--- config.mk ---
export PLATFORM = sky130hd
export DESIGN_NAME = jhs_rsp_queue
export DESIGN_NICKNAME = d
export VERILOG_FILES = /design/src/jhs_pkg.sv /design/src/jhs_rsp_queue.sv
export SDC_FILE = /design/constraint.sdc
export NUM_CORES = 1
export LEC_CHECK = 0
export ABC_CLOCK_PERIOD_IN_PS = 6500
export BUFFER_PORTS_ARGS = -buffer_cell sky130_fd_sc_hd__buf_2
export CORE_MARGIN = 8
export CORE_UTILIZATION = 56
export DETAILED_ROUTE_END_ITERATION = 16
export PLACE_DENSITY_LB_ADDON = 0.05
export SLEW_MARGIN = 20
export SYNTH_ARGS = -nofsm -noshare
export SYNTH_HDL_FRONTEND = slang
export SYNTH_SLANG_ARGS = --single-unit
export TNS_END_PERCENT = 5
--- constraint.sdc ---
create_clock -name clock -period 6.5 [get_ports clock]
set_clock_uncertainty 0.2 [all_clocks]
set_input_delay 0.975 -clock clock [delete_from_list [all_inputs] [get_ports clock]]
set_output_delay 0.975 -clock clock [all_outputs]
set_load 0.005 [all_outputs]
--- src/jhs_pkg.sv ---
// ---------------------------------------------------------------------------
// jhs_pkg - shared types, constants and helpers of the heat sweep unit
// Lattice limits, register codes, result word layout and post geometry.
// ---------------------------------------------------------------------------
package jhs_pkg;

   // lattice and number format
   localparam int MAX_ROWS   = 1024;
   localparam int MAX_COLS   = 1024;
   localparam int POST_SIZE  = 10;
   localparam int TEMP_BITS  = 16;

   localparam int ROW_W      = $clog2(MAX_ROWS);
   localparam int COL_W      = $clog2(MAX_COLS);
   localparam int DIM_W      = ((ROW_W > COL_W) ? ROW_W : COL_W) + 1;
   localparam int OUT_POS_W  = 10;
   localparam int SUM_W      = TEMP_BITS + 2;

   // configuration port
   localparam int CFG_SIZE_W = 11;
   localparam int CSR_IDX_W  = 3;
   localparam int CSR_DATA_W = (TEMP_BITS > CFG_SIZE_W) ? TEMP_BITS : CFG_SIZE_W;

   typedef enum logic [CSR_IDX_W-1:0] {
      CSR_GRID_ROWS     = 3'd0,
      CSR_GRID_COLS     = 3'd1,
      CSR_EDGE_ROW_TEMP = 3'd2,
      CSR_SIDE_TEMP     = 3'd3,
      CSR_POST_TEMP     = 3'd4
   } csr_index_type;

   localparam int RESET_ROWS      = 1000;
   localparam int RESET_COLS      = 1000;
   localparam int RESET_EDGE_TEMP = 5120;
   localparam int RESET_SIDE_TEMP = 23040;
   localparam int RESET_POST_TEMP = 2560;

   // floor(n / 3) as (n * RECIP) >> SHIFT, exact for n below 2**15
   localparam int RECIP_SHIFT = 16;
   localparam int THIRD_RECIP = ((1 << RECIP_SHIFT) + 2) / 3;
   localparam int POST_HALF   = POST_SIZE / 2;

   // result queue
   localparam int QDEPTH = 4;
   localparam int QPTR_W = $clog2(QDEPTH);
   localparam int QCNT_W = QPTR_W + 1;

   // one lattice dimension, pre-decoded at write time
   typedef struct packed {
      logic [DIM_W-1:0] last;   // effective size minus one
      logic [DIM_W-1:0] lo1;    // first post span, inclusive low
      logic [DIM_W-1:0] hi1;    // first post span, exclusive high
      logic [DIM_W-1:0] lo2;
      logic [DIM_W-1:0] hi2;
   } dim_type;

   typedef struct packed {
      dim_type                rows;
      dim_type                cols;
      logic [TEMP_BITS-1:0]   edge_row_temp;
      logic [TEMP_BITS-1:0]   side_temp;
      logic [TEMP_BITS-1:0]   post_temp;
   } cfg_type;

   typedef struct packed {
      logic [OUT_POS_W-1:0] out_row;
      logic [OUT_POS_W-1:0] out_col;
      logic [TEMP_BITS-1:0] new_temp;
      logic                 run_last;
      logic                 sweep_done;
   } res_type;

   typedef struct packed {
      logic emit_prev;    // a word for the row above is produced
      logic last_row;     // a word for this row is produced as well
      logic end_of_row;
      logic row_wrap;     // row counter returns to zero at end of row
   } step_type;

   function automatic logic [DIM_W-1:0] post_lo(input logic [DIM_W-1:0] centre);
      logic [DIM_W-1:0] lo;
      lo = (centre >= DIM_W'(POST_HALF)) ? centre - DIM_W'(POST_HALF) : '0;
      return lo;
   endfunction

   function automatic logic [DIM_W-1:0] post_hi(input logic [DIM_W-1:0] centre);
      logic [DIM_W-1:0] hi;
      hi = centre + DIM_W'(POST_SIZE - POST_HALF);
      return hi;
   endfunction

   function automatic dim_type make_dim(input logic [CFG_SIZE_W-1:0] raw,
                                        input int                    maxv);
      logic [DIM_W-1:0]             eff;
      logic [DIM_W+RECIP_SHIFT:0]   p1;
      logic [DIM_W+RECIP_SHIFT:0]   p2;
      logic [DIM_W-1:0]             c1;
      logic [DIM_W-1:0]             c2;
      dim_type                      d;
      if (raw == '0) begin
         eff = DIM_W'(1);
      end else if (int'(raw) > maxv) begin
         eff = DIM_W'(maxv);
      end else begin
         eff = DIM_W'(raw);
      end
      p1 = (DIM_W+RECIP_SHIFT+1)'(eff) * (DIM_W+RECIP_SHIFT+1)'(THIRD_RECIP);
      p2 = (DIM_W+RECIP_SHIFT+1)'({eff, 1'b0}) * (DIM_W+RECIP_SHIFT+1)'(THIRD_RECIP);
      c1 = DIM_W'(p1 >> RECIP_SHIFT);
      c2 = DIM_W'(p2 >> RECIP_SHIFT);
      d.last = eff - DIM_W'(1);
      d.lo1  = post_lo(c1);
      d.hi1  = post_hi(c1);
      d.lo2  = post_lo(c2);
      d.hi2  = post_hi(c2);
      return d;
   endfunction

   function automatic logic in_span(input logic [DIM_W-1:0] pos,
                                    input logic [DIM_W-1:0] lo,
                                    input logic [DIM_W-1:0] hi);
      return (pos >= lo) && (pos < hi);
   endfunction

endpackage

--- src/jhs_rsp_queue.sv ---
// ---------------------------------------------------------------------------
// jhs_rsp_queue - small result queue, up to two pushes and one pop a cycle
// Parts the input side from the result channel.
// ---------------------------------------------------------------------------
module jhs_rsp_queue
   import jhs_pkg::*;
(
   input  logic    clock,
   input  logic    reset,
   input  logic    push_a,
   input  res_type word_a,
   input  logic    push_b,
   input  res_type word_b,
   input  logic    pop,
   output res_type head,
   output logic    not_empty,
   output logic    room_for_two
);

   res_type           q_ff [QDEPTH];
   logic [QPTR_W-1:0] wr_ptr_ff;
   logic [QPTR_W-1:0] wr_ptr_in;
   logic [QPTR_W-1:0] rd_ptr_ff;
   logic [QPTR_W-1:0] rd_ptr_in;
   logic [QCNT_W-1:0] q_count_ff;
   logic [QCNT_W-1:0] q_count_in;
   logic [QCNT_W-1:0] n_push;
   res_type           first_word;

   assign first_word = push_a ? word_a : word_b;
   assign n_push     = QCNT_W'(push_a) + QCNT_W'(push_b);

   assign wr_ptr_in  = wr_ptr_ff + QPTR_W'(n_push);
   assign rd_ptr_in  = rd_ptr_ff + QPTR_W'(pop);
   assign q_count_in = q_count_ff + n_push - QCNT_W'(pop);

   always_ff @(posedge clock) begin
      if (push_a || push_b) begin
         q_ff[wr_ptr_ff] <= first_word;
      end
      if (push_a && push_b) begin
         q_ff[wr_ptr_ff + QPTR_W'(1)] <= word_b;
      end
   end

   always_ff @(posedge clock) begin
      if (reset) begin
         wr_ptr_ff  <= '0;
         rd_ptr_ff  <= '0;
         q_count_ff <= '0;
      end else begin
         wr_ptr_ff  <= wr_ptr_in;
         rd_ptr_ff  <= rd_ptr_in;
         q_count_ff <= q_count_in;
      end
   end

   assign head         = q_ff[rd_ptr_ff];
   assign not_empty    = (q_count_ff != '0);
   assign room_for_two = (q_count_ff <= QCNT_W'(QDEPTH - 2));

   occupancy_bound: assert property (@(posedge clock) disable iff (reset)
      q_count_ff <= QCNT_W'(QDEPTH))
      else $error("result queue overfilled");

   double_push_room: assert property (@(posedge clock) disable iff (reset)
      (push_a && push_b) |-> (q_count_ff <= QCNT_W'(QDEPTH - 2)))
      else $error("two words pushed without room");

endmodule

==> impl_metrics.csv <==
group,metric,value,unit
outcome,status,"complete, no violations",
timing,final_critical_path_setup_slack,2.93,ns
routing,drc_markers,0,
final_layout,drive_above_1_share,28.1,%
timing,hold_violations_final,0,
global_route,pin_count_of_the_biggest_net_entering_global_routing,79,
routing,post_drt_via_cell_ratio,6.90,
synth,ys.flop_type,"sky130_fd_sc_hd__edfxtp_1",
timing,layout_worst_path_cycle_share,54.9,%
synth,asyncSetResetFlopFracSynth,0,%
final_layout,area.growth.synth_to_final,13.8,%
global_route,global_route.usage.total,23.0,%
timing,maxSlewViolCount,0,
timing,rsz0062_at_grt,"no",
global_route,met2_usage,37.3,%
pwr,leakage,3.26,nW
global_route,first_global_vias,6345,
synth,synth_largest_type_area_fraction,55.0,%
critical_path,required,6.39,ns
global_route,globalRoute.busiestLayer,"met2",
floorplanning,top_level_ports,121,
critical_path,crit_path_max_incr_delay,0.70,ns
timing,post-route-min-period,3.57,ns
final_layout,cell_count_final_fillers_out,884,
critical_path,critical-path-top-delay-family,"buffers and inverters",
cts,cts-hold-fix-buffers,0,
cts,postCtsSetupBuffers,0,
synth,synth_area_leaders,"sky130_fd_sc_hd__edfxtp_1 55%, sky130_fd_sc_hd__o221ai_1 16%, sky130_fd_sc_hd__mux4_2 9.8%",
critical_path,worst-endpoint-arrival,3.46,ns
cts,clk_pin_slew,0.06,ns
critical_path,path_cells,"buf_2, buf_4, inv_1, ha_1, nand2b_1, a21boi_4, buf_4",
routing,avgRoutedWirePerCell,24.1,µm
synth,sequential_area_share_after_synthesis,56.7,%
critical_path,critical_path.startpoint_type,"primary input",
global_route,grt_antenna_before_repair,0,
global_route,gr-usage-met1,29.3,%
critical_path,crit_path_max_fanout,77,
routing,via_count,6098,
floorplanning,placement_rows,44,
timing,worst-slew-pin-transition,1.12,ns
critical_path,cp_common_cell,"sky130_fd_sc_hd__buf_4",
cts,ctsLongestPathBuffers,2,
global_route,grt_pass1_wl,32900,µm
routing,detail_route_antenna_nets,0,
final_layout,finalNetCount,774,
timing,finalSetupViolCount,0,
final_layout,antenna_cells_inserted,0,
cts,cts_repair_resize_count,0,
timing,max_freq,280,MHz
routing,detail_route.iter0.violations,590,
synth,synthCells,601,
critical_path,endpoint_kind,"register",
cts,clock_latency,0.42,ns
min_path,holdCritPathClass,"register to register",
cts,clockRootBuffer,"sky130_fd_sc_hd__clkbuf_16",
pwr,power_dens_cells,301,mW/mm²
cts,total_number_of_h_tree_levels,4,
routing,first_pass_iters,5,
critical_path,crit_path_top_delay_cell,"sky130_fd_sc_hd__a21boi_4",
floorplanning,die_w,138,µm
floorplanning,die_y,138,µm
pwr,ir_drop,0.208,mV
placed_design,gp_congestion,0.756,
critical_path,worst-path-buf-inv,4,
synth,netlist_area_before_placement,0.00830,mm²
synth,number_of_enable_flip_flop_cells_after_synthesis,152,
timing,timing.setup.tns,0,ns
synth,synth_seq_cells,159,
floorplanning,core_outline_area,0.0145,mm²
job,cap_violations,0,
synth,synth.distinct_cells,30,
routing,finalWirelength,21300,µm
critical_path,worstSetupPathType,"primary input to register",
global_route,grt_remaining_overflow,0,
global_route,use_met3,4.45,%
placed_design,io_buffer_count,120,
placed_design,place_inst,852,
cts,clock_buffer_count_from_cts,17,
floorplanning,effective_utilization_at_floorplan,57.1,%
cts,tritoncts,"built",
synth,syn-num-nets,688,
timing,relSlewSlack,25.1,%
floorplanning,floorplan.die_area,0.0190,mm²
placed_design,pre_cts_ws,2.54,ns
synth,synth.largest_area_cell,"sky130_fd_sc_hd__edfxtp_1",
cts,clock_sinks,159,
synth,yosys_warnings,0,
synth,postSynthAreaPerCell,13.8,µm²
placed_design,hpwlAfterDp,12300,µm
-- stage by stage --
| step | area, µm² | hold WS [ns] | power, mW | util (%) |
|---|---|---|---|---|
| floorplan | 8300 | 0.373 | 1.73 | - |
| global placement | 8900 | 0.403 | 1.92 | 61.3 |
| detailed placement | 8900 | 0.440 | 1.94 | 61.3 |
| CTS | 9440 | 0.456 | 2.85 | 65.0 |
| global route | 9440 | 0.490 | 2.95 | 65.0 |
| finish | 9440 | 0.446 | 2.84 | 65.0 |
-- area by class of cell --
class,count,area (µm²)
Clock buffer,20,437
Clock inverter,12,100
Fill cell,1062,5090
Inverter,5,18.8
Multi-Input combinational cell,378,3300
Sequential cell,159,4710
Tap cell,184,230
Timing Repair Buffer,126,646
-- where the power goes --
part / leakage (nW) / switching (mW) / internal [mW]
Combinational: 1.51 / 0.305 / 0.249
Sequential: 1.49 / 0.0686 / 1.29
Clock: 0.262 / 0.375 / 0.553
-- state kept, by name, indices dropped and copies added, names as in the netlist --
name,cells
q_ff,152
q_count_ff,3
rd_ptr_ff,2
wr_ptr_ff,2
-- tightest hold or removal path, delay by kind of cell, from the launching register on --
kind          cells  cell delay [ns]
fa+ha+maj         1             0.14
flops             1             0.36
simple gates      1             0.11
-- kinds of logic after synthesis --
kind of cell	synth area share [%]
adder cells (fa/ha/maj)	0.995
multiplexers	10.5
AO/OA/AOI/OAI	16.4
flip-flops	56.7
XOR/XNOR	0.709
buffers and inverters	4.09
AND/OR/NAND/NOR	10.6
-- synthesized netlist by cell type (all sizes together), types with 3 or more instances --
master and instances:
a21oi 3, and3b 3, buf 43, clkbuf 16, dfxtp 7, edfxtp 152
ha 5, inv 5, mux4 38, nand2 77, nand2b 78, nor2 5
nor2b 3, o221ai 152, xnor2 3
-- per-layer routing --
layer / wire length, µm / vias up
met5: 0 / -
met4: 427 / 0
met3: 1830 / 34
met2: 10700 / 337
met1: 8380 / 3021
li1: - / 2706
-- placed cells by master (no fill, tap or decap), types with 3 or more instances in the layout --
cell / synthesis / final
sky130_fd_sc_hd__xnor2_1: 3 / 3
sky130_fd_sc_hd__clkbuf_1: 16 / 3
sky130_fd_sc_hd__ha_1: 5 / 5
sky130_fd_sc_hd__inv_1: 5 / 5
sky130_fd_sc_hd__buf_2: 31 / 120
sky130_fd_sc_hd__nor2_1: 5 / 5
sky130_fd_sc_hd__nor2b_1: 3 / 3
sky130_fd_sc_hd__clkinv_1: 0 / 8
sky130_fd_sc_hd__o221ai_1: 152 / 152
sky130_fd_sc_hd__mux4_2: 36 / 36
sky130_fd_sc_hd__dfxtp_1: 7 / 4
sky130_fd_sc_hd__nand2b_1: 78 / 77
sky130_fd_sc_hd__clkbuf_16: 0 / 17
sky130_fd_sc_hd__buf_4: 6 / 6
sky130_fd_sc_hd__edfxtp_1: 152 / 152
sky130_fd_sc_hd__nand2_1: 77 / 76
-- path summary, 6_finish.rpt --
kind	startpoint	to	slack, ns	cells past startpoint
worst max-delay path	push_a	q_ff[3][37]	2.93	7
worst min-delay path	q_count_ff[0]	q_count_ff[0]	0.45	2
worst max register to register	wr_ptr_ff[1]	q_ff[2][22]	3.37	2
worst min register to register	q_count_ff[0]	q_count_ff[0]	0.45	2
(Power assumes the default switching activity.)
