## src/jhs_pkg.sv

```systemverilog
// ---------------------------------------------------------------------------
// jhs_pkg - shared types, constants and helpers of the heat sweep unit
// Lattice limits, register codes, result word layout and post geometry.
// ---------------------------------------------------------------------------
package jhs_pkg;

   // lattice and number format
   localparam int MAX_ROWS   = 1024;
   localparam int MAX_COLS   = 1024;
   localparam int POST_SIZE  = 10;
   localparam int TEMP_BITS  = 16;

   localparam int ROW_W      = $clog2(MAX_ROWS);
   localparam int COL_W      = $clog2(MAX_COLS);
   localparam int DIM_W      = ((ROW_W > COL_W) ? ROW_W : COL_W) + 1;
   localparam int OUT_POS_W  = 10;
   localparam int SUM_W      = TEMP_BITS + 2;

   // configuration port
   localparam int CFG_SIZE_W = 11;
   localparam int CSR_IDX_W  = 3;
   localparam int CSR_DATA_W = (TEMP_BITS > CFG_SIZE_W) ? TEMP_BITS : CFG_SIZE_W;

   typedef enum logic [CSR_IDX_W-1:0] {
      CSR_GRID_ROWS     = 3'd0,
      CSR_GRID_COLS     = 3'd1,
      CSR_EDGE_ROW_TEMP = 3'd2,
      CSR_SIDE_TEMP     = 3'd3,
      CSR_POST_TEMP     = 3'd4
   } csr_index_type;

   localparam int RESET_ROWS      = 1000;
   localparam int RESET_COLS      = 1000;
   localparam int RESET_EDGE_TEMP = 5120;
   localparam int RESET_SIDE_TEMP = 23040;
   localparam int RESET_POST_TEMP = 2560;

   // floor(n / 3) as (n * RECIP) >> SHIFT, exact for n below 2**15
   localparam int RECIP_SHIFT = 16;
   localparam int THIRD_RECIP = ((1 << RECIP_SHIFT) + 2) / 3;
   localparam int POST_HALF   = POST_SIZE / 2;

   // result queue
   localparam int QDEPTH = 4;
   localparam int QPTR_W = $clog2(QDEPTH);
   localparam int QCNT_W = QPTR_W + 1;

   // one lattice dimension, pre-decoded at write time
   typedef struct packed {
      logic [DIM_W-1:0] last;   // effective size minus one
      logic [DIM_W-1:0] lo1;    // first post span, inclusive low
      logic [DIM_W-1:0] hi1;    // first post span, exclusive high
      logic [DIM_W-1:0] lo2;
      logic [DIM_W-1:0] hi2;
   } dim_type;

   typedef struct packed {
      dim_type                rows;
      dim_type                cols;
      logic [TEMP_BITS-1:0]   edge_row_temp;
      logic [TEMP_BITS-1:0]   side_temp;
      logic [TEMP_BITS-1:0]   post_temp;
   } cfg_type;

   typedef struct packed {
      logic [OUT_POS_W-1:0] out_row;
      logic [OUT_POS_W-1:0] out_col;
      logic [TEMP_BITS-1:0] new_temp;
      logic                 run_last;
      logic                 sweep_done;
   } res_type;

   typedef struct packed {
      logic emit_prev;    // a word for the row above is produced
      logic last_row;     // a word for this row is produced as well
      logic end_of_row;
      logic row_wrap;     // row counter returns to zero at end of row
   } step_type;

   function automatic logic [DIM_W-1:0] post_lo(input logic [DIM_W-1:0] centre);
      logic [DIM_W-1:0] lo;
      lo = (centre >= DIM_W'(POST_HALF)) ? centre - DIM_W'(POST_HALF) : '0;
      return lo;
   endfunction

   function automatic logic [DIM_W-1:0] post_hi(input logic [DIM_W-1:0] centre);
      logic [DIM_W-1:0] hi;
      hi = centre + DIM_W'(POST_SIZE - POST_HALF);
      return hi;
   endfunction

   function automatic dim_type make_dim(input logic [CFG_SIZE_W-1:0] raw,
                                        input int                    maxv);
      logic [DIM_W-1:0]             eff;
      logic [DIM_W+RECIP_SHIFT:0]   p1;
      logic [DIM_W+RECIP_SHIFT:0]   p2;
      logic [DIM_W-1:0]             c1;
      logic [DIM_W-1:0]             c2;
      dim_type                      d;
      if (raw == '0) begin
         eff = DIM_W'(1);
      end else if (int'(raw) > maxv) begin
         eff = DIM_W'(maxv);
      end else begin
         eff = DIM_W'(raw);
      end
      p1 = (DIM_W+RECIP_SHIFT+1)'(eff) * (DIM_W+RECIP_SHIFT+1)'(THIRD_RECIP);
      p2 = (DIM_W+RECIP_SHIFT+1)'({eff, 1'b0}) * (DIM_W+RECIP_SHIFT+1)'(THIRD_RECIP);
      c1 = DIM_W'(p1 >> RECIP_SHIFT);
      c2 = DIM_W'(p2 >> RECIP_SHIFT);
      d.last = eff - DIM_W'(1);
      d.lo1  = post_lo(c1);
      d.hi1  = post_hi(c1);
      d.lo2  = post_lo(c2);
      d.hi2  = post_hi(c2);
      return d;
   endfunction

   function automatic logic in_span(input logic [DIM_W-1:0] pos,
                                    input logic [DIM_W-1:0] lo,
                                    input logic [DIM_W-1:0] hi);
      return (pos >= lo) && (pos < hi);
   endfunction

endpackage

```

## src/jhs_stencil.sv

```systemverilog
// ---------------------------------------------------------------------------
// jhs_stencil - boundary rules and four-neighbour average
// Form up to two result words for the cell at the current raster position.
// ---------------------------------------------------------------------------
module jhs_stencil
   import jhs_pkg::*;
(
   input  cfg_type              cfg,
   input  logic [ROW_W-1:0]     row_cnt,
   input  logic [COL_W-1:0]     col_cnt,
   input  logic [TEMP_BITS-1:0] south,
   input  logic [TEMP_BITS-1:0] north,
   input  logic [TEMP_BITS-1:0] west,
   input  logic [TEMP_BITS-1:0] east_raw,
   output step_type             step,
   output res_type              res_a,
   output res_type              res_b
);

   typedef enum logic [1:0] {
      RULE_INTERIOR,
      RULE_POST,
      RULE_SIDE,
      RULE_EDGE
   } rule_type;

   // posts win over sides, sides over top and bottom rows
   function automatic rule_type cell_rule(input logic [ROW_W-1:0] p,
                                          input logic [COL_W-1:0] q,
                                          input cfg_type          c);
      logic     rin;
      logic     cin;
      rule_type rule;
      rin = in_span(DIM_W'(p), c.rows.lo1, c.rows.hi1) ||
            in_span(DIM_W'(p), c.rows.lo2, c.rows.hi2);
      cin = in_span(DIM_W'(q), c.cols.lo1, c.cols.hi1) ||
            in_span(DIM_W'(q), c.cols.lo2, c.cols.hi2);
      if (rin && cin) begin
         rule = RULE_POST;
      end else if ((q == '0) || (DIM_W'(q) == c.cols.last)) begin
         rule = RULE_SIDE;
      end else if ((p == '0) || (DIM_W'(p) == c.rows.last)) begin
         rule = RULE_EDGE;
      end else begin
         rule = RULE_INTERIOR;
      end
      return rule;
   endfunction

   logic [ROW_W-1:0]     prev_row;
   logic [TEMP_BITS-1:0] east;
   logic [SUM_W-1:0]     sum;
   logic [TEMP_BITS-1:0] avg;
   rule_type             rule_a;
   rule_type             rule_b;
   logic [TEMP_BITS-1:0] temp_a;
   logic [TEMP_BITS-1:0] temp_b;

   assign prev_row = row_cnt - ROW_W'(1);

   // the store holds no column beyond the widest row: read it as zero
   assign east = (col_cnt == COL_W'(MAX_COLS - 1)) ? '0 : east_raw;

   assign sum = SUM_W'(north) + SUM_W'(west) + SUM_W'(east) + SUM_W'(south);
   assign avg = sum[SUM_W-1:2];

   assign rule_a = cell_rule(prev_row, col_cnt, cfg);
   assign rule_b = cell_rule(row_cnt, col_cnt, cfg);

   always_comb begin
      case (rule_a)
         RULE_POST: temp_a = cfg.post_temp;
         RULE_SIDE: temp_a = cfg.side_temp;
         RULE_EDGE: temp_a = cfg.edge_row_temp;
         default:   temp_a = avg;
      endcase
      case (rule_b)
         RULE_POST: temp_b = cfg.post_temp;
         RULE_SIDE: temp_b = cfg.side_temp;
         default:   temp_b = cfg.edge_row_temp;
      endcase
   end

   assign step.emit_prev  = (row_cnt != '0);
   assign step.last_row   = (DIM_W'(row_cnt) == cfg.rows.last);
   assign step.end_of_row = (DIM_W'(col_cnt) >= cfg.cols.last);
   assign step.row_wrap   = (DIM_W'(row_cnt) >= cfg.rows.last);

   assign res_a.out_row    = OUT_POS_W'(prev_row);
   assign res_a.out_col    = OUT_POS_W'(col_cnt);
   assign res_a.new_temp   = temp_a;
   assign res_a.run_last   = !step.last_row;
   assign res_a.sweep_done = 1'b0;

   assign res_b.out_row    = OUT_POS_W'(row_cnt);
   assign res_b.out_col    = OUT_POS_W'(col_cnt);
   assign res_b.new_temp   = temp_b;
   assign res_b.run_last   = 1'b1;
   assign res_b.sweep_done = step.end_of_row;

endmodule

```

## config.mk

```make
export PLATFORM = sky130hd
export DESIGN_NAME = jhs_stencil
export DESIGN_NICKNAME = d
export VERILOG_FILES = /design/src/jhs_pkg.sv /design/src/jhs_stencil.sv
export SDC_FILE = /design/constraint.sdc
export NUM_CORES = 1
export LEC_CHECK = 0
export BUFFER_PORTS_ARGS = -buffer_cell sky130_fd_sc_hd__clkbuf_2
export CORE_AREA = 2 2 126 128
export DETAILED_ROUTE_END_ITERATION = 8
export DIE_AREA = 0 0 128 130
export PLACE_DENSITY = 0.77
export SETUP_SLACK_MARGIN = 0.2
export SYNTH_ARGS = -nofsm -noshare
export SYNTH_HDL_FRONTEND = slang
export SYNTH_SLANG_ARGS = --single-unit
```

## constraint.sdc

```tcl
create_clock -name vclk -period 6.3
set_clock_uncertainty 0.05 [all_clocks]
set_input_delay 1.26 -clock vclk [all_inputs]
set_output_delay 1.26 -clock vclk [all_outputs]
set_load 0.005 [all_outputs]
```

==> out/metrics.csv, run 1 <==
metric;value;unit
synth-compound-area-share;17.4;%
rsz0062_at_grt;true;
ys_types;59;
initial_core_util;39.3;%
synth_area_leader_cell;ha_1;
clkPwrFrac;0;%
die_y;130;µm
crit_fanout;3;
routed_via_density;5.15;
design.core.area;0.0154;mm²
routed_wl;20600;µm
fmax;164;MHz
cpMostUsedCell;buf_6;
synth-xor-area-share;4.32;%
vias;6626;
syn_to_final_growth;41.2;%
switching_share;49.7;%
rows;46;
min_period_over_period;96.9;%
tightest_slew;0.591;ns
avgRoutedWirePerCell;16.0;µm
numPortBuffers;320;
grt.overflow.total;0;
drtAntennaViolNets;0;
pre_cts_slack;-0.100;ns
maxCapViolations;0;
p_leak;4.81;nW
syn-cell-area;0.00606;mm²
cpPeakStageDelay;0.55;ns
fp.dieW;128;µm
outcome;completed;
clock_buffers;0;
tns;0;ns
power.switching;0.000519;W
nFlopsAndLatches;0;
syn_avg_cell_area;8.21;µm²
dp_hpwl;18000;µm
drv_slew;0;
grt_pass1_vias;6467;
grt_max_degree;18;
setup_viol;0;
drc;0;
stdcell_area;0.00855;mm²
min_path_type;in2out;
setup_slack;0.197;ns
synth_fa_ha_area_share;41.8;%
critPathRequiredTime;4.99;ns
path_class;in2out;
grt_antenna_before_repair;1;
seqPwrFrac;0;%
ff_latch_area;0;µm²
ys_seq_area_share;0;%
power.internal;0.000524;W
die_area;0.0166;mm²
dr.pass1.iters;4;
gp_congestion;0.904;
hold_violations;0;
ir_drop;0.132;mV
whs;2.71;ns
final_common_cell;clkbuf_2;
synth_top_family_by_area;adder cells;
final_cell_mix;clkbuf_2 (309), ha_1 (146), inv_1 (105);
postCtsHoldBufs;0;
yosys_warnings;0;
post-route-min-period;6.10;ns
slew_headroom;60.5;%
dpl_cell_area;0.00803;mm²
finalPower;0.00104;W
grt_pass1_wl;30600;µm
cp.arrival;4.79;ns
io_pins;322;
syn_inst;738;
synth-simple-area-share;13.6;%
drive_above_1_share;43.7;%
synth_mux_area_share;11.1;%
synthTopCellsByArea;ha_1 (31%), fa_1 (11%), inv_1 (6.8%), mux2_2 (5.9%), mux2i_1 (5.1%);
nNetsFinal;1520;
dr.first_iter.drc_count;257;
synth_nets;1163;
crit_slowest_cell;fa_1;
crit_path_start_kind;input port;
synth_top_area_share;31.2;%
worstPathCellList;buf_6 > nand4_1 > nor3_2 > buf_4 > nor2b_4 > fa_1 > ha_4 > buf_6 > nor2b_4 > o21ai_2 > nand2b_1 > a21o_1 > a221o_1 > buf_6 > a211o_1 > a21oi_2 > xor2_1 > mux2i_1 > buf_2;
grtUsageTotal;22.8;%
power.density;122;mW/mm²
p_comb_share;100.0;%
end_kind;primary output;
## critical path, delay by kind of cell
family	cells	cell delay (ns)
AOI/OAI and AO/OA	5	1.10
xor gates and xnor gates	1	0.24
adders and majority gates	2	0.77
buffers and inverters	5	0.63
muxes	1	0.11
and+or+nand+nor	5	0.68
## final timing paths
path,startpoint,end,depth (start not counted)
max,col_cnt[4],res_a[13],19
min,row_cnt[2],res_b[30],2
## metal layers
metal / up-vias / routed length (µm) / global-route usage [%]
met1: 3052 / 8660 / 28.8
met2: 226 / 10200 / 42.1
met4: 0 / 479 / 4.40
li1: 3319 / - / -
met5: - / 0 / 0
met3: 29 / 1260 / 2.46
## synthesized netlist by cell type, types with 10 or more instances
library cell  count
mux2i_1          31
nand3_1          13
nand4_1          10
inv_1           109
nor2b_1          22
nor2_1           20
a21o_1           24
mux2_2           32
xor2_1           12
ha_1            151
buf_4            35
a21oi_1          49
xnor2_1          16
o21ai_0          33
nor3_1           12
nand2_1          26
a211oi_1         12
fa_1             32
nand2b_1         12
## through the flow
step | utilization, % | std cells
after floorplan | - | 738
after global placement | 52.0 | 1262
after detailed placement | 52.0 | 1262
after CTS | 53.5 | 1276
after global routing | 55.5 | 1286
final | 55.5 | 1286
## layout make-up
cell class         count  area, µm²
fillers             1405       6870
multi-input cells    586       5590
repair buffers       398       2300
inverters            109        414
well taps            192        240
diodes                 1       2.50
## power by group through the flow
stage | clock, W | sequential [W] | combinational, W
after floorplan | 0 | 0 | 0.000580
final | 0.0000000000212 | 0 | 0.00104
after global placement | 0 | 0 | 0.000916
after global routing | 0.0000000000212 | 0 | 0.00116
after CTS | 0 | 0 | 0.000976
after detailed placement | 0 | 0 | 0.000935
## cells by family (layout without fill, tap and decap cells)
family                     Yosys count  count (layout)
AOI/OAI and AO/OA                  165             165
xor gates and xnor gates            29              29
adders and majority gates          183             183
buffers and inverters              152             507
muxes                               63              63
other                                2               3
and+or+nand+nor                    144             144
## timing repair
action,4_1_cts,5_1_grt
pin swaps,15,31
cloned,1,0
endpoints found under the setup margin,16,16
resized for setup,21,60
setup buffers,13,9
(Power assumes the default switching activity.)
==> inputs of run 2 (changes only) <==
CORE_AREA = not set   (was 2 2 126 128)
CORE_MARGIN = 8   (was not set)
CORE_UTILIZATION = 30   (was not set)
DIE_AREA = not set   (was 0 0 128 130)
PLACE_DENSITY = 0.62   (was 0.77)
==> out/metrics.csv, run 2 (synthesis results as in run 1) <==
metric;value;unit;change
rows;52;;+13%
fmax;161;MHz;-1.8%
tightest_slew;0.684;ns;+0.0936 ns
nNetsFinal;1525;;+0.33%
io_pins;322;;unchanged
drv_slew;0;;unchanged
drtAntennaViolNets;0;;unchanged
critPathRequiredTime;4.99;ns;about the same
drc;0;;unchanged
grt_antenna_before_repair;0;;-1
min_path_type;in2out;;
grtUsageTotal;17.1;%;-5.6 points
numPortBuffers;320;;unchanged
hold_violations;0;;unchanged
clock_buffers;0;;unchanged
ff_latch_area;0;µm²;unchanged
p_leak;4.87;nW;+1.1%
maxCapViolations;0;;unchanged
post-route-min-period;6.22;ns;+0.113 ns
cpPeakStageDelay;0.51;ns;-0.04 ns
routed_via_density;4.79;;-7.1%
post-route-util;43.4;%;-12 points
drive_above_1_share;43.8;%;+0.074 points
outcome;completed;;
setup_viol;0;;unchanged
setup_slack;0.0835;ns;-0.113 ns
crit_slowest_cell;fa_1;;
initial_core_util;30.2;%;-9.0 points
min_period_over_period;98.7;%;+1.8 points
fp.dieW;158;µm;+24%
power.density;127;mW/mm²;+3.9%
vias;6547;;-1.2%
rsz0062_at_grt;true;;
worstPathCellList;clkbuf_2 > nand4_1 > nor3_4 > buf_6 > nor2b_4 > fa_1 > nand3_2 > or2_4 > fa_2 > nor2b_4 > o21ai_2 > nand2b_1 > a21o_1 > a221o_1 > buf_4 > a21oi_2 > a221o_1 > a31oi_1 > buf_2;;
cp.arrival;4.91;ns;+0.12 ns
avgRoutedWirePerCell;17.0;µm;+6.5%
ir_drop;0.109;mV;-18%
end_kind;primary output;;
pre_cts_slack;-0.110;ns;-0.00977 ns
grt_pass1_wl;34700;µm;+13%
final_common_cell;clkbuf_2;;
final_cell_mix;clkbuf_2 (303), ha_1 (148), inv_1 (106);;
grt_pass1_vias;6918;;+7.0%
routed_wl;23300;µm;+13%
design.core.area;0.0200;mm²;+30%
gp_congestion;0.840;;-7.1%
grt_max_degree;19;;+1
dp_hpwl;20600;µm;+15%
crit_fanout;4;;+1
syn_to_final_growth;43.4;%;
slew_headroom;54.3;%;-6.2 points
die_y;158;µm;+22%
dr.first_iter.drc_count;263;;+2.3%
grt.overflow.total;0;;unchanged
nFlopsAndLatches;0;;unchanged
dr.pass1.iters;4;;unchanged
crit_path_start_kind;input port;;
diodes;0;;-1
die_area;0.0250;mm²;+50%
path_class;in2out;;
[run 2: worst max-delay path: cells and delay by family]
kind / cells / cell delay (ns)
and+or+nand+nor: 7 / 1.17
AOI/OAI and AO/OA: 6 / 1.04
adders and majority gates: 2 / 0.89
buffers and inverters: 4 / 0.53
[run 2: path summary, 6_finish.rpt]
check	start	endpoint	slack [ns]	cells past startpoint
worst max-delay path	col_cnt[3]	res_a[17]	0.08	19
worst min-delay path	row_cnt[3]	res_b[31]	2.70	2
[run 2: repair_timing]
action / in CTS / in global routing
gates resized for setup: 17 / 70
hold buffers: 0 / 0
buffers inserted: 9 / 19
pin swaps: 13 / 36
cloned: 0 / 1
endpoints found under the setup margin: 16 / 27
[run 2: final cells by class]
class                      instances  area (µm²)
multi-input combinational        586        5600
tap                              270         338
fill                            2057       11400
inverter                         109         417
timing repair buffer             403        2330
[run 2: through the flow]
step / TNS [ns] / hold WS (ns) / area (µm²) / cells / power (W)
2_1_floorplan: 0 / 2.54 / 6070 / 738 / 0.000580
3_3_place_gp: -0.0713 / 2.70 / 8130 / 1339 / 0.000940
3_5_place_dp: -0.939 / 2.70 / 8130 / 1339 / 0.000954
4_1_cts: 0 / 2.70 / 8280 / 1348 / 0.00100
5_1_grt: -0.371 / 2.72 / 8690 / 1368 / 0.00123
6_report: 0 / 2.70 / 8690 / 1368 / 0.00110
[run 2: power by group]
| group | internal [W] | leakage, nW | switching (W) |
|---|---|---|---|
| clock network | 0 | 0 | 0 |
| registers | 0 | 0 | 0 |
| logic | 0.000553 | 4.87 | 0.000548 |
| total | 0.000553 | 4.87 | 0.000548 |
[run 2: layer usage]
layer	wire length, µm	GRT usage, %
met1	9900	21.0
met2	11500	31.3
met3	1660	3.00
met4	203	1.98
met5	0	0
==> inputs of run 3 (changes only) <==
BUFFER_PORTS_ARGS = -buffer_cell sky130_fd_sc_hd__buf_4   (was -buffer_cell sky130_fd_sc_hd__clkbuf_2)
==> out/metrics.csv, run 3 (synthesis results as in run 1) <==
metric;value;unit;change
min_period_over_period;97.4;%;-1.3 points
drv_slew;0;;unchanged
critPathBufInv;3;;-1
crit_slowest_cell;fa_1;;
grt_pass1_vias;7029;;+1.6%
cp.arrival;4.83;ns;-0.08 ns
worstPathCellList;buf_6 > nand4_1 > nor3_4 > nor2b_2 > fa_1 > ha_4 > buf_6 > nor2b_4 > o21ai_2 > nand2b_1 > a21o_1 > a221o_1 > a211o_1 > a31oi_2 > xor2_1 > mux2i_1 > buf_4;;
path_class;in2out;;
initial_core_util;30.2;%;unchanged
grt.overflow.total;0;;unchanged
cpPeakStageDelay;0.58;ns;+0.07 ns
crit_start;col_cnt[4];;
tightest_slew;0.828;ns;+0.144 ns
vias;6557;;+0.15%
nNetsFinal;1513;;-0.79%
ff_latch_area;0;µm²;unchanged
dr.first_iter.drc_count;231;;-12%
outcome;completed;;
fp.dieW;158;µm;unchanged
dp_hpwl;20800;µm;+0.65%
routed_wl;23500;µm;+1.0%
nFlopsAndLatches;0;;unchanged
clock_buffers;0;;unchanged
power.density;123;mW/mm²;-3.2%
hold_violations;0;;unchanged
numPortBuffers;320;;unchanged
hold_start;row_cnt[3];;
dr.pass1.iters;4;;unchanged
gp_congestion;0.815;;-3.0%
critPathTopFamily;compound AO/OA/AOI/OAI gates;;
setup_slack;0.163;ns;+0.0794 ns
routed_via_density;4.83;;+0.96%
crit_path_start_kind;input port;;
end_kind;primary output;;
p_leak;5.01;nW;+2.9%
io_pins;322;;unchanged
avgRoutedWirePerCell;17.3;µm;+1.8%
design.core.area;0.0200;mm²;unchanged
grt_antenna_before_repair;2;;+2
critPathRequiredTime;4.99;ns;about the same
die_area;0.0250;mm²;unchanged
pre_cts_slack;-0.185;ns;-0.0754 ns
slew_headroom;44.7;%;-9.6 points
grt_pass1_wl;34800;µm;+0.42%
fmax;163;MHz;+1.3%
whs;2.70;ns;-0.000930 ns
syn_to_final_growth;54.7;%;
die_y;158;µm;unchanged
grt_max_degree;17;;-2
rows;52;;unchanged
maxCapViolations;0;;unchanged
drtAntennaViolNets;0;;unchanged
post-route-min-period;6.14;ns;-0.0794 ns
drive_above_1_share;42.9;%;-0.90 points
min_path_type;in2out;;
setup_viol;0;;unchanged
final_cell_mix;buf_4 (376), ha_1 (148), inv_1 (106);;
final_common_cell;buf_4;;
cpMostUsedCell;buf_6;;
rsz0062_at_grt;true;;
ir_drop;0.0945;mV;-13%
drc;0;;unchanged
crit_fanout;5;;+1
grtUsageTotal;17.4;%;+0.24 points
[run 3: cell types whose count changed in the layout (fill, tap and decap cells not counted), moves of 3 or more]
cell      before  now
buf_2         11    0
buf_6         10    7
clkbuf_2     303    0
buf_4         74  376
[run 3: repair_timing]
action / in CTS / in global routing
hold buffers: 0 / 0
resized for setup: 25 / 45
setup endpoints to repair: 16 / 16
cloned: 1 / 0
setup buffers: 12 / 8
hold endpoints to repair: 0 / 0
pin swaps: 12 / 24
[run 3: final cells by class]
cell class,count,area [µm²]
multi-input cells,586,5560
diodes,1,2.50
well taps,270,338
repair buffers,391,3050
inverters,109,417
fillers,2025,10700
[run 3: metal layers]
layer | wire, µm | GRT usage [%] | part of all wire [%] | up-vias
met3 | 1760 | 4.04 | 7.5 | 14
met5 | 13 | 0 | 0.055 | -
met4 | 172 | 1.71 | 0.73 | 2
met1 | 9830 | 20.6 | 42 | 3060
met2 | 11800 | 32.0 | 50 | 182
li1 | - | - | - | 3299
[run 3: power by group]
| part | switching, W | total [W] | leakage (nW) | internal (W) |
|---|---|---|---|---|
| clock network | 0 | 0.0000000000215 | 0.00000634 | 0.0000000000215 |
| logic | 0.000533 | 0.00115 | 5.01 | 0.000617 |
| registers | 0 | 0 | 0 | 0 |
| total | 0.000533 | 0.00115 | 5.01 | 0.000617 |
[run 3: through the flow]
stage	area (µm²)	setup TNS [ns]	cells	utilization, %	power (W)
2_1_floorplan	6070	0	738	-	0.000580
3_3_place_gp	8890	-1.43	1335	44.3	0.00104
3_5_place_dp	8890	-2.58	1335	44.3	0.00105
4_1_cts	9140	0	1348	45.6	0.00110
5_1_grt	9370	-0.170	1357	46.8	0.00128
6_report	9370	0	1357	46.8	0.00115
[run 3: final timing paths]
check	to	slack, ns	cells after the start
worst max-delay path	res_a[15]	0.16	17
worst min-delay path	res_b[31]	2.70	2
