File: config.mk
export PLATFORM = sky130hd
export DESIGN_NAME = jhs_cfg
export DESIGN_NICKNAME = d
export VERILOG_FILES = /design/src/jhs_pkg.sv /design/src/jhs_cfg.sv
export SDC_FILE = /design/constraint.sdc
export NUM_CORES = 1
export LEC_CHECK = 0
export BUFFER_PORTS_ARGS = -buffer_cell sky130_fd_sc_hd__buf_4
export CAP_MARGIN = 20
export CORE_ASPECT_RATIO = 0.6
export CORE_UTILIZATION = 60
export DETAILED_ROUTE_END_ITERATION = 10
export GPL_ROUTABILITY_DRIVEN = 0
export GPL_TIMING_DRIVEN = 0
export PLACE_DENSITY = 0.89
export SYNTH_ARGS = -nofsm -noshare
export SYNTH_HDL_FRONTEND = slang
export SYNTH_SLANG_ARGS = --single-unit
export TNS_END_PERCENT = 30
File: constraint.sdc
create_clock -name clock -period 11.1 [get_ports clock]
set_clock_uncertainty 0.1 [all_clocks]
set_input_delay 1.11 -clock clock [delete_from_list [all_inputs] [get_ports clock]]
set_output_delay 1.11 -clock clock [all_outputs]
set_load 0.01 [all_outputs]
File: src/jhs_pkg.sv
// ---------------------------------------------------------------------------
// jhs_pkg - shared types, constants and helpers of the heat sweep unit
// Lattice limits, register codes, result word layout and post geometry.
// ---------------------------------------------------------------------------
package jhs_pkg;

   // lattice and number format
   localparam int MAX_ROWS   = 1024;
   localparam int MAX_COLS   = 1024;
   localparam int POST_SIZE  = 10;
   localparam int TEMP_BITS  = 16;

   localparam int ROW_W      = $clog2(MAX_ROWS);
   localparam int COL_W      = $clog2(MAX_COLS);
   localparam int DIM_W      = ((ROW_W > COL_W) ? ROW_W : COL_W) + 1;
   localparam int OUT_POS_W  = 10;
   localparam int SUM_W      = TEMP_BITS + 2;

   // configuration port
   localparam int CFG_SIZE_W = 11;
   localparam int CSR_IDX_W  = 3;
   localparam int CSR_DATA_W = (TEMP_BITS > CFG_SIZE_W) ? TEMP_BITS : CFG_SIZE_W;

   typedef enum logic [CSR_IDX_W-1:0] {
      CSR_GRID_ROWS     = 3'd0,
      CSR_GRID_COLS     = 3'd1,
      CSR_EDGE_ROW_TEMP = 3'd2,
      CSR_SIDE_TEMP     = 3'd3,
      CSR_POST_TEMP     = 3'd4
   } csr_index_type;

   localparam int RESET_ROWS      = 1000;
   localparam int RESET_COLS      = 1000;
   localparam int RESET_EDGE_TEMP = 5120;
   localparam int RESET_SIDE_TEMP = 23040;
   localparam int RESET_POST_TEMP = 2560;

   // floor(n / 3) as (n * RECIP) >> SHIFT, exact for n below 2**15
   localparam int RECIP_SHIFT = 16;
   localparam int THIRD_RECIP = ((1 << RECIP_SHIFT) + 2) / 3;
   localparam int POST_HALF   = POST_SIZE / 2;

   // result queue
   localparam int QDEPTH = 4;
   localparam int QPTR_W = $clog2(QDEPTH);
   localparam int QCNT_W = QPTR_W + 1;

   // one lattice dimension, pre-decoded at write time
   typedef struct packed {
      logic [DIM_W-1:0] last;   // effective size minus one
      logic [DIM_W-1:0] lo1;    // first post span, inclusive low
      logic [DIM_W-1:0] hi1;    // first post span, exclusive high
      logic [DIM_W-1:0] lo2;
      logic [DIM_W-1:0] hi2;
   } dim_type;

   typedef struct packed {
      dim_type                rows;
      dim_type                cols;
      logic [TEMP_BITS-1:0]   edge_row_temp;
      logic [TEMP_BITS-1:0]   side_temp;
      logic [TEMP_BITS-1:0]   post_temp;
   } cfg_type;

   typedef struct packed {
      logic [OUT_POS_W-1:0] out_row;
      logic [OUT_POS_W-1:0] out_col;
      logic [TEMP_BITS-1:0] new_temp;
      logic                 run_last;
      logic                 sweep_done;
   } res_type;

   typedef struct packed {
      logic emit_prev;    // a word for the row above is produced
      logic last_row;     // a word for this row is produced as well
      logic end_of_row;
      logic row_wrap;     // row counter returns to zero at end of row
   } step_type;

   function automatic logic [DIM_W-1:0] post_lo(input logic [DIM_W-1:0] centre);
      logic [DIM_W-1:0] lo;
      lo = (centre >= DIM_W'(POST_HALF)) ? centre - DIM_W'(POST_HALF) : '0;
      return lo;
   endfunction

   function automatic logic [DIM_W-1:0] post_hi(input logic [DIM_W-1:0] centre);
      logic [DIM_W-1:0] hi;
      hi = centre + DIM_W'(POST_SIZE - POST_HALF);
      return hi;
   endfunction

   function automatic dim_type make_dim(input logic [CFG_SIZE_W-1:0] raw,
                                        input int                    maxv);
      logic [DIM_W-1:0]             eff;
      logic [DIM_W+RECIP_SHIFT:0]   p1;
      logic [DIM_W+RECIP_SHIFT:0]   p2;
      logic [DIM_W-1:0]             c1;
      logic [DIM_W-1:0]             c2;
      dim_type                      d;
      if (raw == '0) begin
         eff = DIM_W'(1);
      end else if (int'(raw) > maxv) begin
         eff = DIM_W'(maxv);
      end else begin
         eff = DIM_W'(raw);
      end
      p1 = (DIM_W+RECIP_SHIFT+1)'(eff) * (DIM_W+RECIP_SHIFT+1)'(THIRD_RECIP);
      p2 = (DIM_W+RECIP_SHIFT+1)'({eff, 1'b0}) * (DIM_W+RECIP_SHIFT+1)'(THIRD_RECIP);
      c1 = DIM_W'(p1 >> RECIP_SHIFT);
      c2 = DIM_W'(p2 >> RECIP_SHIFT);
      d.last = eff - DIM_W'(1);
      d.lo1  = post_lo(c1);
      d.hi1  = post_hi(c1);
      d.lo2  = post_lo(c2);
      d.hi2  = post_hi(c2);
      return d;
   endfunction

   function automatic logic in_span(input logic [DIM_W-1:0] pos,
                                    input logic [DIM_W-1:0] lo,
                                    input logic [DIM_W-1:0] hi);
      return (pos >= lo) && (pos < hi);
   endfunction

endpackage

File: src/jhs_cfg.sv
// ---------------------------------------------------------------------------
// jhs_cfg - configuration registers
// Clamp the lattice sizes and pre-decode post spans as each size is written.
// ---------------------------------------------------------------------------
module jhs_cfg
   import jhs_pkg::*;
(
   input  logic                  clock,
   input  logic                  reset,
   input  logic                  csr_write_en,
   input  logic [CSR_IDX_W-1:0]  csr_index,
   input  logic [CSR_DATA_W-1:0] csr_wdata,
   output cfg_type               cfg
);

   cfg_type cfg_ff;
   cfg_type cfg_in;

   always_comb begin
      cfg_in = cfg_ff;
      if (csr_write_en) begin
         unique case (csr_index)
            CSR_GRID_ROWS:     cfg_in.rows = make_dim(csr_wdata[CFG_SIZE_W-1:0], MAX_ROWS);
            CSR_GRID_COLS:     cfg_in.cols = make_dim(csr_wdata[CFG_SIZE_W-1:0], MAX_COLS);
            CSR_EDGE_ROW_TEMP: cfg_in.edge_row_temp = csr_wdata[TEMP_BITS-1:0];
            CSR_SIDE_TEMP:     cfg_in.side_temp = csr_wdata[TEMP_BITS-1:0];
            CSR_POST_TEMP:     cfg_in.post_temp = csr_wdata[TEMP_BITS-1:0];
            default: begin
               // unmapped index: drop the write
            end
         endcase
      end
   end

   always_ff @(posedge clock) begin
      if (reset) begin
         cfg_ff.rows          <= make_dim(CFG_SIZE_W'(RESET_ROWS), MAX_ROWS);
         cfg_ff.cols          <= make_dim(CFG_SIZE_W'(RESET_COLS), MAX_COLS);
         cfg_ff.edge_row_temp <= TEMP_BITS'(RESET_EDGE_TEMP);
         cfg_ff.side_temp     <= TEMP_BITS'(RESET_SIDE_TEMP);
         cfg_ff.post_temp     <= TEMP_BITS'(RESET_POST_TEMP);
      end else begin
         cfg_ff <= cfg_in;
      end
   end

   assign cfg = cfg_ff;

endmodule

==> results of run 1 <==
## where the power goes
group	switching (uW)	total [uW]	internal, uW
logic	951	1430	474
clock network	279	624	344
registers	20.5	620	599
total	1250	2670	1420
## logic make-up after synthesis
logic type | count (synthesis)
adders and majority gates | 121
muxes | 2
xor gates and xnor gates | 39
buffers and inverters | 161
AOI/OAI and AO/OA | 303
and+or+nand+nor | 343
other | 1
DFF | 158
## worst paths after layout
| kind | startpoint | endpoint | slack (ns) | cells after the start |
|---|---|---|---|---|
| hold / removal | cfg[23] | cfg[23] | 0.36 | 2 |
| setup / recovery | csr_wdata[10] | cfg[66] | 2.54 | 24 |
| setup reg to reg | cfg[69] | cfg[69] | 10.18 | 2 |
| hold reg to reg | cfg[23] | cfg[23] | 0.36 | 2 |
## worst max-delay path: stages
cell and delay, ns:
clkbuf_1 0.52, inv_2 0.26, nand2_1 0.19, inv_1 0.12
ha_1 0.37, ha_1 0.31, inv_1 0.10, fa_1 0.57
inv_1 0.07, fa_1 0.55, inv_1 0.06, fa_1 0.55
inv_1 0.05, ha_1 0.37, nand4_1 0.16, nor2_1 0.27
a221oi_2 0.18, xnor2_1 0.72, inv_1 0.28, ha_1 0.32
a211o_1 0.31, a2111o_1 0.46, nor2_1 0.65, o31ai_1 0.18
## per-stage QoR
stage	utilization (%)	std cells	total power [uW]	setup WS (ns)
floorplan	-	1129	1570	3.70
global placement	73.7	1505	1930	2.54
global route	77.9	1538	2780	2.28
CTS	77.9	1538	2590	2.77
detailed placement	73.8	1506	1970	2.37
finish	77.9	1538	2670	2.54
## cells in the mapped netlist, drive strengths merged, types with 3 or more instances
cell type	instances
a22oi	4
a211o	4
o22ai	3
xor2	9
dfxtp	158
o211ai	36
a21oi	117
a21o	8
nand4	11
nor4	7
o211a	3
nor2	48
and3	10
nand3b	4
or3	7
and2	5
nand2	175
fa	35
a211oi	10
a31oi	9
or2	3
o2111ai	4
a221oi	3
nand3	45
nor3	8
o31ai	29
inv	93
xnor2	30
o21bai	3
or4	8
nor2b	5
o21ai	50
clkbuf	66
ha	86
## layer usage
| layer | wire length (um) | vias to the layer above | part of all wire [%] |
|---|---|---|---|
| li1 | - | 4339 | - |
| met1 | 13100 | 4565 | 41 |
| met2 | 13000 | 797 | 41 |
| met3 | 4480 | 148 | 14 |
| met4 | 1360 | 0 | 4.3 |
| met5 | 0 | - | 0 |
## area by class of cell
class	instances	area share, %
buffer	68	2.27
multi-input combinational	810	48.4
clock buffer	17	3.67
clock inverter	15	1.65
tap	198	2.13
inverter	93	3.01
sequential	158	27.3
timing repair buffer	179	11.6
==> impl_results.md, run 1 <==
* Status: finished clean
* Starting Density at 63.1%
* Power per cell area at 230 nW/um^2
* Peak VDD IR at 0.171 mV
* Minimum clock period after layout at 8.56 ns
* Multi-input gate area at 5620 um^2
* CTS resizes at 0
* FF+latch area at 3160 um^2
* Insertion delay to the later sink of the worst-skew pair at 0.43 ns
* CP endpoint kind: flop
* Fillers at 960
* Worst hold slack at 0.357 ns
* Post-synth EDFFs at 0
* Synth top area share at 33.7%
* Residual DRC at 0
* Grt met3 use at 9.51%
* Distinct cells, synth at 64
* Final Max Slew Viols at 0
* Width of the die at 164 um
* Post-synth top area cell: dfxtp_1
* H-tree Lvls at 4
* Antenna viol nets, final at 0
* Final instance area at 11,600 um^2
* Nets at 1,470
* Top Usage Layer GRT: met2
* Commonest non-fill, non-tap cell in the layout: buf_4
* Period utilization at 77.1%
* Gr ovfl total at 0
* Max Cap Violations at 0
* Die area at 16,200 um^2
* DP Area at 11,000 um^2
* DR iter-0 viols at 1,548
* Area Overhead vs Synth at 23.6%
* Clock root buffer: clkbuf_16
* Slew @ Worst Pin at 0.926 ns
* Setup_tns at 0 ns
* Synth Area in Simple Gates at 16.6%
* Endpoints failing hold at 0
* Part of the Yosys area used for sequential elements at 33.7%
* Most frequent cells in the layout: 179 x buf_4, 175 x nand2_1, 158 x dfxtp_1, 116 x a21oi_1, 92 x inv_1
* Max-Slew Margin vs Limit at 38.1%
* Num CTS Buffers at 17
* XOR/XNOR Fraction of Synth Area at 3.64%
* Hold Buf Count CTS at 0
* Syn_area_per_cell at 8.33 um^2
* Crit Path Category: in2reg
* Max frequency at 0.117 GHz
* IO buf count at 178
* Global-route wire length before repair at 49.3 mm
* Core region area at 14,900 um^2
* Clk sinks at 158
* CTS tree: yes
* Largest net degree at the start of global routing at 18
* DP HPWL at 24.1 mm
* Vias in the first global route at 9,123
* Synth Area in Adders at 18.9%
* Clk slew on worst S/H paths at 0.07 ns
* Final setup violation count at 0
* Routed wire length at 32.0 mm
* Via density at 6.40
* Initial antenna violation count at 0
* Largest register FFs at 158
* Die Ht at 98.9 um
* Synth top area cells: dfxtp_1 34%, ha_1 11%, fa_1 7.5%, nand2_1 7.0%, a21oi_1 6.2%
* Clock buffer depth at 2
* Antenna cell count at 0
* Setup repair after global routing missed its margin: no
* Layout cell share with drive strength beyond 1 at 16.9%
* Ys async rst share at 0%
* Top FF cell, synth: dfxtp_1
* Mapped Cells at 1,128
* Post-CTS Setup Bufs at 0
* CP arrival at 8.74 ns
* Peak fanout along the critical path at 10
* CP required at 11.28 ns
* Largest family of logic cells by synthesized area: compound AO/OA/AOI/OAI gates
* IO Pins at 180
* Routed WL per cell at 20.8 um
* Post-Syn Area at 9390 um^2
* Synth Area in Compound Gates at 20.4%
* Post-synthesis mux area share at 0.213%
* Grt met2 use at 58.2%
* Vias at 9,849
* Row count at 34
* Tot GR Track Use at 39.8%
* M1 GR Usage at 56.9%
* Hold WC Path Type: reg2reg
* CP startpoint kind: primary input
* Synthesized flop and latch total at 158
* First-pass DRT Iterations at 6
* Cell leakage power at 0.00518 uW
* Synth warn at 0
No activity file was read; power rests on OpenSTA's default activity.
==> run 2: changes to the inputs <==
ABC_AREA = 1   (was default)
CORE_UTILIZATION = 57   (was 60)
PLACE_DENSITY = 0.84   (was 0.89)
clock period = 8.35 ns   (was 11.1 ns; I/O delays follow)
==> impl_results.md, run 2 <==
* Post-synth EDFFs at 0 (unchanged)
* Largest register FFs at 158 (unchanged)
* Initial antenna violation count at 0 (unchanged)
* CP required at 8.57 ns (-2.71 ns)
* Syn_area_per_cell at 7.27 um^2 (-13%)
* Residual DRC at 0 (unchanged)
* Comb pwr share at 51.8% (-1.6 points)
* Mapped Cells at 1,359 (+20%)
* IO buf count at 178 (unchanged)
* Die Ht at 104 um (+5.1%)
* Power per cell area at 273 nW/um^2 (+19%)
* Vias in the first global route at 9,367 (+2.7%)
* Peak VDD IR at 0.214 mV (+25%)
* Post-Syn Area at 9880 um^2 (+5.2%)
* Worst hold slack at 0.367 ns (+0.0104 ns)
* DP Area at 11,500 um^2 (+4.7%)
* Layout cell share with drive strength beyond 1 at 17.4% (+0.52 points)
* Crit Path Category: in2reg
* Distinct cells, synth at 42 (-34%)
* Hold Buf Count CTS at 0 (unchanged)
* Insertion delay to the later sink of the worst-skew pair at 0.43 ns (about the same)
* Total internal power at 1710 uW (+21%)
* Part of the Yosys area used for sequential elements at 32.0% (-1.7 points)
* Synthesized flop and latch total at 158 (unchanged)
* CTS tree: yes
* Final instance area at 12,100 um^2 (+4.3%)
* Post-CTS Setup Bufs at 0 (unchanged)
* Final setup violation count at 0 (unchanged)
* Commonest non-fill, non-tap cell in the layout: nand2_1
* Gr ovfl total at 0 (unchanged)
* Synth top area cells: dfxtp_1 32%, nand2_1 11%, ha_1 11%, inv_1 7.8%, fa_1 7.1%
* CP bufs+invs at 12 (+4)
* Via density at 5.56 (-13%)
* Nets at 1,700 (+16%)
* Setup_tns at 0 ns (unchanged)
* Slew @ Worst Pin at 0.891 ns (-0.0352 ns)
* Area Overhead vs Synth at 22.5%
* Ys async rst share at 0% (unchanged)
* IO Pins at 180 (unchanged)
* CP endpoint kind: flop
* Sw frac at 48.2% (+1.3 points)
* Fillers at 1,340 (+40%)
* Clock root buffer: clkbuf_16
* Max frequency at 0.130 GHz
* Clock power frac at 24.0% (+0.6 points)
* Crit path max-delay family: adder cells
* Synth warn at 0 (unchanged)
* Max Cap Violations at 0 (unchanged)
* Switching power at 1590 uW (+27%)
* Clk sinks at 158 (unchanged)
* CTS resizes at 0 (unchanged)
* Antenna viol nets, final at 0 (unchanged)
* First-pass DRT Iterations at 6 (unchanged)
* Clock buffer depth at 2 (unchanged)
* CP startpoint kind: primary input
* Hold WC Path Type: reg2reg
* Crit-path most repeated cell: inv_1
* Setup slack at placement at 0.409 ns (-1.96 ns)
* Row count at 36 (+5.9%)
* Synth top area share at 32.0% (-1.7 points)
* Final Util at 73.0% (-4.9 points)
* Post-synth top area cell: dfxtp_1
* Vias at 10,000 (+1.5%)
* Commonest cells in the netlist: 298 x nand2_1, 205 x inv_1, 158 x dfxtp_1, 120 x nor2_1, 110 x a21oi_1
* Width of the die at 172 um (+5.2%)
* Period utilization at 92.0%
* Routed wire length at 31.5 mm (-1.4%)
* Max incr delay on CP at 0.57 ns (-0.15 ns)
* Starting Density at 59.6% (-3.5 points)
* Status: finished clean
* Cell leakage power at 0.00616 uW (+19%)
* Setup ws final at 0.669 ns (-1.87 ns)
* H-tree Lvls at 4 (unchanged)
* Num CTS Buffers at 17 (unchanged)
* Largest net degree at the start of global routing at 19 (+1)
* Clk slew on worst S/H paths at 0.08 ns (about the same)
* Routed WL per cell at 17.5 um (-16%)
* Most common cell in the netlist: nand2_1
* Setup repair after global routing missed its margin: no
* Final Max Slew Viols at 0 (unchanged)
* CP arrival at 7.90 ns (-0.84 ns)
* CP max-delay cell: nor2_1
* Core region area at 16,600 um^2 (+11%)
* Peak fanout along the critical path at 10 (unchanged)
* Minimum clock period after layout at 7.68 ns
* Max-Slew Margin vs Limit at 40.6% (+2.6 points)
* Top FF cell, synth: dfxtp_1
* Tot GR Track Use at 35.7% (-4.1 points)
* Sequential Power Share at 24.2% (+1.0 points)
* Global-route wire length before repair at 49.3 mm (-0.14%)
* Antenna cell count at 0 (unchanged)
* DP HPWL at 23.9 mm (-0.72%)
* Most frequent cells in the layout: 298 x nand2_1, 205 x inv_1, 178 x buf_4, 158 x dfxtp_1, 120 x nor2_1
* DR iter-0 viols at 1,015 (-34%)
* Endpoints failing hold at 0 (unchanged)
* Die area at 17,900 um^2 (+11%)
run 2: path summary, 6_finish.rpt:
path	end	slack, ns	depth (start not counted)	start
setup / recovery	cfg[114]	0.67	36	csr_wdata[3]
hold / removal	cfg[44]	0.37	2	cfg[44]
setup reg to reg	cfg[72]	7.40	4	cfg[72]
hold reg to reg	cfg[44]	0.37	2	cfg[44]
run 2: worst register-to-register path: cells and delay by family, from the launching register on:
family	cells	cell delay [ns]
AO/OA/AOI/OAI	1	0.13
AND/OR/NAND/NOR	2	0.22
flip-flops	1	0.33
buffers and inverters	1	0.07
run 2: metal layers:
metal	part of all wire [%]	vias to the layer above	routed length, um	global-route usage (%)
met5	0	-	0	0
met4	2.5	0	776	11.6
met3	13	75	4040	10.2
met2	43	616	13600	53.6
met1	42	4621	13100	49.1
li1	-	4688	-	-
run 2: power groups by stage:
stage / sequential [uW] / clock [uW] / combinational [uW]
2_1_floorplan: 829 / 0 / 1180
3_3_place_gp: 817 / 0 / 1590
3_5_place_dp: 818 / 0 / 1620
4_1_cts: 801 / 789 / 1650
5_1_grt: 804 / 822 / 1860
6_report: 802 / 792 / 1710
run 2: metrics by stage:
step / total power, uW / instances
finish: 3310 / 1798
global route: 3480 / 1798
CTS: 3240 / 1798
detailed placement: 2440 / 1766
global placement: 2410 / 1766
floorplan: 2010 / 1360
run 2: area by class of cell:
type	count	area [um^2]	share of cell area, %
buffer	51	218	1.80
clock buffer	17	425	3.52
clock inverter	15	169	1.40
inverter	223	845	6.98
multi-input combinational	928	5660	46.8
sequential	158	3160	26.1
tap	228	285	2.36
timing repair buffer	178	1340	11.0
run 2: logic make-up after synthesis:
| kind of cell | after synthesis | share of synthesized area [%] |
|---|---|---|
| simple gates | 550 | 24.5 |
| buf+inv | 274 | 10.8 |
| compound gates | 230 | 12.5 |
| flops | 158 | 32.0 |
| fa+ha+maj | 121 | 18.0 |
| xor+xnor | 25 | 2.22 |
| other cells | 1 | 0.0380 |
==> run 3: changes to the inputs <==
BUFFER_PORTS_ARGS = -buffer_cell sky130_fd_sc_hd__clkbuf_2   (was -buffer_cell sky130_fd_sc_hd__buf_4)
==> impl_results.md, run 3 (synthesized netlist as in run 2, its figures left out) <==
* CP required at 8.57 ns (about the same)
* Max frequency at 0.131 GHz (+0.35%)
* Setup repair after global routing missed its margin: no
* Initial antenna violation count at 0 (unchanged)
* Final setup violation count at 0 (unchanged)
* Insertion delay to the later sink of the worst-skew pair at 0.43 ns (about the same)
* H-tree Lvls at 4 (unchanged)
* CTS tree: yes
* CP endpoint kind: flop
* Core region area at 16,600 um^2 (unchanged)
* Tot GR Track Use at 34.5% (-1.2 points)
* Die area at 17,900 um^2 (unchanged)
* IO Pins at 180 (unchanged)
* Max incr delay on CP at 0.56 ns (about the same)
* Crit Path Category: in2reg
* Final Max Slew Viols at 0 (unchanged)
* Post-CTS Setup Bufs at 0 (unchanged)
* Hold WC Path Type: reg2reg
* Nets at 1,700 (unchanged)
* Routed WL per cell at 17.0 um (-3.1%)
* Largest register FFs at 158 (unchanged)
* Starting Density at 59.6% (unchanged)
* DP HPWL at 23.6 mm (-1.5%)
* Status: finished clean
* Slew @ Worst Pin at 0.838 ns (-0.0529 ns)
* IO buf count at 178 (unchanged)
* Width of the die at 172 um (unchanged)
* Max Cap Violations at 0 (unchanged)
* Setup_tns at 0 ns (unchanged)
* Commonest non-fill, non-tap cell in the layout: nand2_1
* Num CTS Buffers at 17 (unchanged)
* Setup ws final at 0.696 ns (+0.0266 ns)
* Hold Buf Count CTS at 0 (unchanged)
* Area Overhead vs Synth at 18.2%
* Peak VDD IR at 0.185 mV (-14%)
* Vias in the first global route at 9,273 (-1.0%)
* Peak fanout along the critical path at 10 (unchanged)
* CP startpoint kind: primary input
* Die Ht at 104 um (unchanged)
* Cell leakage power at 0.00606 uW (-1.7%)
* CP bufs+invs at 11 (-1)
* Residual DRC at 0 (unchanged)
* Via density at 5.52 (-0.78%)
* CTS resizes at 0 (unchanged)
* Clock buffer depth at 2 (unchanged)
* Power per cell area at 283 nW/um^2 (+3.6%)
* Clk sinks at 158 (unchanged)
* DP Area at 11,100 um^2 (-3.9%)
* Clock root buffer: clkbuf_16
* Antenna viol nets, final at 0 (unchanged)
* Layout cell share with drive strength beyond 1 at 17.4% (unchanged)
* Global-route wire length before repair at 47.8 mm (-3.0%)
* Setup slack at placement at 0.545 ns (+0.136 ns)
* Largest net degree at the start of global routing at 20 (+1)
* Gr ovfl total at 0 (unchanged)
* Endpoints failing hold at 0 (unchanged)
* Vias at 9,922 (-0.78%)
* Crit-path most repeated cell: inv_1
* Crit path max-delay family: adder cells
* Row count at 36 (unchanged)
* DR iter-0 viols at 802 (-21%)
* Final instance area at 11,700 um^2 (-3.5%)
* Clk slew on worst S/H paths at 0.08 ns (about the same)
* CP max-delay cell: fa_1
* Routed wire length at 30.6 mm (-3.1%)
* Minimum clock period after layout at 7.65 ns (-0.0266 ns)
* Max-Slew Margin vs Limit at 44.1% (+3.5 points)
* First-pass DRT Iterations at 8 (+2)
* Most frequent cells in the layout: 298 x nand2_1, 205 x inv_1, 178 x clkbuf_2, 158 x dfxtp_1, 120 x nor2_1
* Antenna cell count at 0 (unchanged)
* CP arrival at 7.87 ns (-0.03 ns)
* Period utilization at 91.7% (-0.32 points)
## run 3: changes by cell type in the layout (fill, tap and decap cells not counted), sizes merged
| cell | delta |
|---|---|
| clkbuf | +178 |
| clkinv | +3 |
| buf | -178 |
| inv | -1 |
| clkinvlp | -2 |
## run 3: final timing paths
check / start / endpoint / slack (ns) / cells past startpoint
worst max register to register: cfg[95] / cfg[95] / 7.50 / 4
worst min-delay path: cfg[27] / cfg[27] / 0.36 / 2
worst min register to register: cfg[27] / cfg[27] / 0.36 / 2
worst max-delay path: csr_wdata[9] / cfg[121] / 0.70 / 36
## run 3: area by class of cell
cell class,instances,area [um^2]
buffer,51,218
clock buffer,17,425
clock inverter,15,191
fill,1362,4900
inverter,223,845
multi-input combinational,928,5660
sequential,158,3160
tap,228,285
timing repair buffer,178,891
## run 3: per-layer routing
metal / track usage, % / share of wire [%] / vias to the layer above
met5: 0 / 0 / -
met4: 8.85 / 2.2 / 0
met3: 8.90 / 12 / 60
met2: 52.6 / 42 / 587
met1: 48.2 / 44 / 4580
li1: - / - / 4695
## run 3: power breakdown
part / total (uW) / internal (uW) / switching (uW) / leakage (uW)
registers: 801 / 783 / 17.3 / 0.00129
logic: 1700 / 507 / 1190 / 0.00447
clock network: 809 / 410 / 399 / 0.000300
## run 3: through the flow
stage          total power, uW  std cells  util [%]  hold WS [ns]
2_1_floorplan             2010       1360         -         0.391
3_3_place_gp              2390       1766      66.7         0.339
3_5_place_dp              2420       1766      66.7         0.346
4_1_cts                   3240       1798      70.4         0.368
5_1_grt                   3480       1798      70.4         0.393
6_report                  3310       1798      70.4         0.363
## run 3: tightest hold or removal path: stages, from the launching register on
cell     delay (ns)
dfxtp_1        0.33
nand2_1        0.05
nand3_1        0.05
